`src/hw/rtl/mstv_pkg.sv`:
```
// shared types, constants and helpers of the tangent velocity unit
`default_nettype none
package mstv_pkg;

	// default number of fraction bits
	localparam int FRAC_BITS_DEF = 16;
	// steps of the square root pipe and quotient bits of the divider pipe
	localparam int SQRT_STEPS = 32;
	localparam int DIV_STEPS = 32;
	localparam int CFG_IDX_W = 3;
	localparam int CFG_DATA_W = 32;

	// configuration register indexes
	typedef enum logic [CFG_IDX_W-1:0] {
		REG_MODE    = 3'd0,
		REG_VEC_A_X = 3'd1,
		REG_VEC_A_Y = 3'd2,
		REG_VEC_A_Z = 3'd3,
		REG_AXIS_X  = 3'd4,
		REG_AXIS_Y  = 3'd5,
		REG_AXIS_Z  = 3'd6,
		REG_OMEGA   = 3'd7
	} cfg_reg_t;

	// three signed fixed point components
	typedef struct packed {
		logic signed [31:0] x;
		logic signed [31:0] y;
		logic signed [31:0] z;
	} vec_t;

	// clamp to the signed 32-bit range
	function automatic logic signed [31:0] sat32(input logic signed [64:0] v);
		logic signed [64:0] hi;
		logic signed [64:0] lo;
		hi = 65'sd2147483647;
		lo = -65'sd2147483648;
		if (v > hi) begin
			return 32'sh7FFF_FFFF;
		end else if (v < lo) begin
			return 32'sh8000_0000;
		end
		return v[31:0];
	endfunction

	// magnitude of a signed 32-bit value
	function automatic logic [31:0] mag32(input logic signed [31:0] v);
		logic [31:0] u;
		u = v;
		return u[31] ? (~u + 32'd1) : u;
	endfunction

endpackage
`default_nettype wire

```
`src/hw/rtl/mstv_axis_unit.sv`:
```
// sequencer that turns the rotation axis into a unit axis after each axis write
`default_nettype none
module mstv_axis_unit import mstv_pkg::*; #(
	parameter int FRAC_BITS = FRAC_BITS_DEF
) (
	input  wire logic clk,
	input  wire logic arst_n,
	input  wire logic start,
	input  wire vec_t axis,
	output vec_t      unit_axis,
	output logic      busy
);

	localparam int CNT_W = ($clog2(SQRT_STEPS) > $clog2(FRAC_BITS + 1)) ?
		$clog2(SQRT_STEPS) : $clog2(FRAC_BITS + 1);
	localparam logic [63:0] BIT_TOP = 64'd1 << (2 * SQRT_STEPS - 2);

	typedef enum logic [2:0] {
		AX_IDLE,
		AX_SUMSQ,
		AX_ROOT,
		AX_LOAD,
		AX_DIV
	} ax_state_t;

	ax_state_t          state_q;
	logic [CNT_W-1:0]   cnt_q;
	logic [1:0]         comp_q;
	logic [63:0]        acc_q;
	logic [63:0]        res_q;
	logic [63:0]        bit_q;
	logic [31:0]        am_q;
	logic [63:0]        rem_q;
	logic [FRAC_BITS:0] quo_q;
	vec_t               u_q;

	logic signed [31:0] ax_sel;
	logic [31:0]        ax_mag;
	logic [63:0]        ax_sq;
	logic [63:0]        trial;
	logic               root_take;
	logic [63:0]        res_nx;
	logic [63:0]        dsh;
	logic               div_take;
	logic [FRAC_BITS:0] quo_nx;
	logic signed [31:0] u_val;

	// component select and one shared multiplier
	always_comb begin
		case (comp_q)
			2'd0:    ax_sel = axis.x;
			2'd1:    ax_sel = axis.y;
			default: ax_sel = axis.z;
		endcase
		ax_mag    = mag32(ax_sel);
		ax_sq     = ax_mag * ax_mag;
		trial     = res_q + bit_q;
		root_take = (acc_q >= trial);
		res_nx    = root_take ? ((res_q >> 1) + bit_q) : (res_q >> 1);
		dsh       = 64'(am_q) << cnt_q;
		div_take  = (rem_q >= dsh);
		quo_nx    = {quo_q[FRAC_BITS-1:0], div_take};
		u_val     = ax_sel[31] ? -$signed(32'(quo_nx)) : $signed(32'(quo_nx));
	end

	// sum of squares, root, then one division per component when the root is not zero
	always_ff @(posedge clk or negedge arst_n) begin
		if (!arst_n) begin
			state_q <= AX_IDLE;
			cnt_q   <= '0;
			comp_q  <= '0;
			acc_q   <= '0;
			res_q   <= '0;
			bit_q   <= '0;
			am_q    <= '0;
			rem_q   <= '0;
			quo_q   <= '0;
			u_q.x   <= '0;
			u_q.y   <= '0;
			u_q.z   <= 32'(64'd1 << FRAC_BITS);
		end else if (start) begin
			state_q <= AX_SUMSQ;
			comp_q  <= '0;
			acc_q   <= '0;
		end else begin
			unique case (state_q)
				AX_IDLE: begin
				end
				AX_SUMSQ: begin
					acc_q <= acc_q + ax_sq;
					if (comp_q == 2'd2) begin
						state_q <= AX_ROOT;
						cnt_q   <= '0;
						res_q   <= '0;
						bit_q   <= BIT_TOP;
					end else begin
						comp_q <= comp_q + 2'd1;
					end
				end
				AX_ROOT: begin
					acc_q <= root_take ? (acc_q - trial) : acc_q;
					res_q <= res_nx;
					bit_q <= bit_q >> 2;
					if (cnt_q == CNT_W'(SQRT_STEPS - 1)) begin
						am_q   <= res_nx[31:0];
						comp_q <= '0;
						if (res_nx == 64'd0) begin
							u_q     <= '0;
							state_q <= AX_IDLE;
						end else begin
							state_q <= AX_LOAD;
						end
					end else begin
						cnt_q <= cnt_q + 1'b1;
					end
				end
				AX_LOAD: begin
					rem_q   <= 64'(ax_mag) << FRAC_BITS;
					quo_q   <= '0;
					cnt_q   <= CNT_W'(FRAC_BITS);
					state_q <= AX_DIV;
				end
				AX_DIV: begin
					rem_q <= div_take ? (rem_q - dsh) : rem_q;
					quo_q <= quo_nx;
					if (cnt_q == '0) begin
						case (comp_q)
							2'd0:    u_q.x <= u_val;
							2'd1:    u_q.y <= u_val;
							default: u_q.z <= u_val;
						endcase
						if (comp_q == 2'd2) begin
							state_q <= AX_IDLE;
						end else begin
							comp_q  <= comp_q + 2'd1;
							state_q <= AX_LOAD;
						end
					end else begin
						cnt_q <= cnt_q - 1'b1;
					end
				end
				default: begin
					state_q <= AX_IDLE;
				end
			endcase
		end
	end

	assign unit_axis = u_q;
	assign busy      = (state_q != AX_IDLE);

endmodule
`default_nettype wire
```
`config.mk`:
```
export PLATFORM = sky130hd
export DESIGN_NAME = mstv_axis_unit
export DESIGN_NICKNAME = d
export VERILOG_FILES = /design/src/hw/rtl/mstv_pkg.sv /design/src/hw/rtl/mstv_axis_unit.sv
export SDC_FILE = /design/constraint.sdc
export NUM_CORES = 2
export LEC_CHECK = 0
export BUFFER_PORTS_ARGS = -buffer_cell sky130_fd_sc_hd__buf_2
export CAP_MARGIN = 0
export CORE_MARGIN = 3
export CORE_UTILIZATION = 40
export CTS_CLUSTER_DIAMETER = 50
export DETAILED_ROUTE_END_ITERATION = 16
export PLACE_DENSITY = 0.53
export SLEW_MARGIN = 20
export SYNTH_ARGS = -nofsm -noshare
export SYNTH_HDL_FRONTEND = slang
export SYNTH_SLANG_ARGS = --single-unit
```
`constraint.sdc`:
```
create_clock -name clk -period 17.1 [get_ports clk]
set_clock_uncertainty 0.05 [all_clocks]
set_input_delay 0 -clock clk [delete_from_list [all_inputs] [get_ports clk]]
set_output_delay 0 -clock clk [all_outputs]
set_load 0.02 [all_outputs]
```
==> impl_metrics.toml <==
[final_layout]
final_area_um2 = 66800
layout_common_cells = "inv_1 (1253), fa_1 (875), nand2_1 (788)"
layout_commonest_cell = "inv_1"
finalNetCount = 8623
area_growth_pct = 8.93
layout.cells.non_filler = 9283
regArea_um2 = 9460
multi_input_area_um2 = 46300
drive_gt1_share_pct = 7.78
fillCellCount = 15295

[synthesis]
synth_fa_ha_area_share_pct = 37.7
syn_area_per_cell_um2 = 8.58
async_reset_ff_share_pct = 100
synth_area_um2 = 61300
yosys.area_share.simple_pct = 13.5
synth.distinct_cells = 95
yosys_warnings = 0
syn_inst = 7151
ys_seq_area_share_pct = 15.4
synth_compound_area_share_pct = 15.3
synth_top_family_by_area = "adder cells"
synth_xor_area_share_pct = 5.14
synth.area.mux_share_pct = 3.04
synth_edf_count = 0
synthFlopType = "dfrtp_1"
ys_seq_elements = 378

[setup_path]
cp_common_cell = "fa_1"
max_stage_delay_ns = 0.88
path_class = "flip-flop to flip-flop"
worst-path-max-fanout = 35
ff2ff_path_depth = 39
endpoint_kind = "flip-flop"
cp.arrival_ns = 15.54
reg2reg_setup_slack_ns = 2.04
critPathSlowestCell = "xnor2_4"
worst_ep_required_time_ns = 17.58
regToRegEndpoint = "acc_q[59]$_DFFE_PN0P_"
start_kind = "flip-flop"
r2r_start = "comp_q[0]$_DFFE_PN0P_"

[place]
portBuffers = 195
dp_hpwl_um = 168000
place_area_um2 = 64700
dp.cells = 9166
gp_congestion = 0.997

[timing]
relSlewSlack_pct = 21.3
slew_viol_final = 0
fin_crit_sh_pct = 88.1
finalHoldViolCount = 0
finalSetupViolCount = 0
setup_tns_ns = 0
tightest_slew_ns = 1.17
period_needed_ns = 15.06
fmax_mhz = 66.4
rsz0062_at_grt = "false"

[cts]
cts_tree = "yes"
cts_resized = 0
h-tree-depth = 2
post_cts_buffers = 0
root_buffer = "clkbuf_16"
insertion_delay_ns = 0.67
cts_buffer_depth = 3
clk_pin_slew_ns = 0.06
numCtsBuffers = 60
clock-sinks = 378

[detailed_routing]
firstDrtPassIters = 5
routed_wl_um = 213000
dr.first_iter.drc_count = 4217
viasPerCell = 5.53
vias = 51343
drc = 0
wl_per_cell_um = 23.0
antenna_left = 0

[floorplanning]
fp.dieH_um = 398
die_w_um = 398
start_util_pct = 40.3
dieArea_um2 = 158000
design.core.area_um2 = 152000
num_rows = 143
ioPinCount = 196

[worst_hold_path]
min_path_cells = 7
hp-start = "axis[31]"
hold_class = "input port to flip-flop"
hold_end = "unit_axis[1]$_DFFE_PN0P_"

[global_routing]
grt_pass1_wl_um = 327000
overflow = 0
grt_pass1_vias = 52175
grtUsageTotal_pct = 26.9
grt_max_degree = 97
antenna_found_initial = 6

[status]
status = "finished clean"

[run]
maxCapViolations = 0
-- final cells by class --
class	instances	share of cell area [%]
inverter	1264	7.10
tap	2030	3.80
clock inverter	39	0.577
sequential	378	14.2
multi-input combinational	5202	69.2
clock buffer	72	2.44
antenna	1	0.00375
timing repair buffer	297	2.68
-- state kept, by name, summed over array words and instances, names as in the netlist --
signal and flops:
acc_q 64, cnt_q 5, comp_q 2, res_q 64, am_q 32, quo_q 16
bit_q 32, rem_q 64, unit_axis 96, state_q 3
-- worst max-delay path by stage --
| stage | from | endpoint | slack (ns) | depth (start not counted) |
|---|---|---|---|---|
| 6_report | comp_q[0]$_DFFE_PN0P_ | acc_q[59]$_DFFE_PN0P_ | 2.04 | 39 |
| 5_1_grt | comp_q[0]$_DFFE_PN0P_ | acc_q[59]$_DFFE_PN0P_ | 1.36 | 39 |
| 3_5_place_dp | comp_q[0]$_DFFE_PN0P_ | acc_q[59]$_DFFE_PN0P_ | 2.13 | 39 |
| 4_1_cts | comp_q[0]$_DFFE_PN0P_ | acc_q[59]$_DFFE_PN0P_ | 2.01 | 39 |
| 3_3_place_gp | comp_q[0]$_DFFE_PN0P_ | acc_q[59]$_DFFE_PN0P_ | 2.41 | 39 |
| 2_1_floorplan | comp_q[0]$_DFFE_PN0P_ | acc_q[59]$_DFFE_PN0P_ | 5.53 | 46 |
-- cell usage after synthesis (32+ instances only) --
library cell | instances | area, um2
mux2i_1 | 51 | 510
a31oi_1 | 87 | 544
nand2_1 | 791 | 2970
nand3_1 | 104 | 521
o21ai_0 | 405 | 2030
nor2_1 | 565 | 2120
o21bai_1 | 45 | 338
and2_1 | 32 | 200
nor3_1 | 78 | 390
xnor2_1 | 209 | 1830
mux2_1 | 43 | 484
inv_1 | 1255 | 4710
ha_1 | 446 | 5580
and3_1 | 45 | 282
a21o_1 | 138 | 1040
nor2b_1 | 44 | 275
nand2b_1 | 35 | 219
a22o_1 | 77 | 674
clkbuf_1 | 273 | 1020
dfrtp_1 | 377 | 9430
nand4_1 | 80 | 500
a211oi_1 | 69 | 518
xor2_1 | 151 | 1320
buf_1 | 32 | 120
fa_1 | 875 | 17500
a21oi_1 | 363 | 1820
-- worst max-delay path: cells and delay by family (launching register included) --
kind	cells	cell delay [ns]
AO/OA/AOI/OAI	10	4.03
buffers and inverters	7	1.73
AND/OR/NAND/NOR	11	2.66
adder cells (fa/ha/maj)	10	5.11
flip-flops	1	0.40
XOR/XNOR	1	0.88
-- through the flow --
stage	hold slack [ns]	setup WS (ns)	util, %
final	0.0879	2.04	43.9
after global routing	0.162	1.36	43.9
after floorplan	-0.346	5.53	-
after CTS	0.0645	2.01	43.9
after detailed placement	-0.0591	2.13	42.6
after global placement	-0.0604	2.41	42.6
-- cell families after synthesis --
group,count (synthesis)
multiplexers,146
flip-flops,378
XOR/XNOR,360
buffers and inverters,1594
AO/OA/AOI/OAI,1464
other,2
AND/OR/NAND/NOR,1886
adder cells (fa/ha/maj),1321
-- timing repair --
| action | 4_1_cts | 5_1_grt |
|---|---|---|
| hold endpoints to repair | 75 | 0 |
| endpoints found under the setup margin | 0 | 0 |
| hold buffers | 4 | 0 |
-- routing by layer --
metal / track usage (%) / share of wire [%] / vias up
met3: 3.29 / 6.6 / 297
met5: 0 / 0.0080 / -
met4: 7.03 / 3.0 / 2
met2: 43.0 / 46 / 1683
li1: - / - / 23463
met1: 38.7 / 45 / 25898
Power is not shown: default switching activity piles up to over one toggle a cycle in this logic, so the estimate is an artifact.
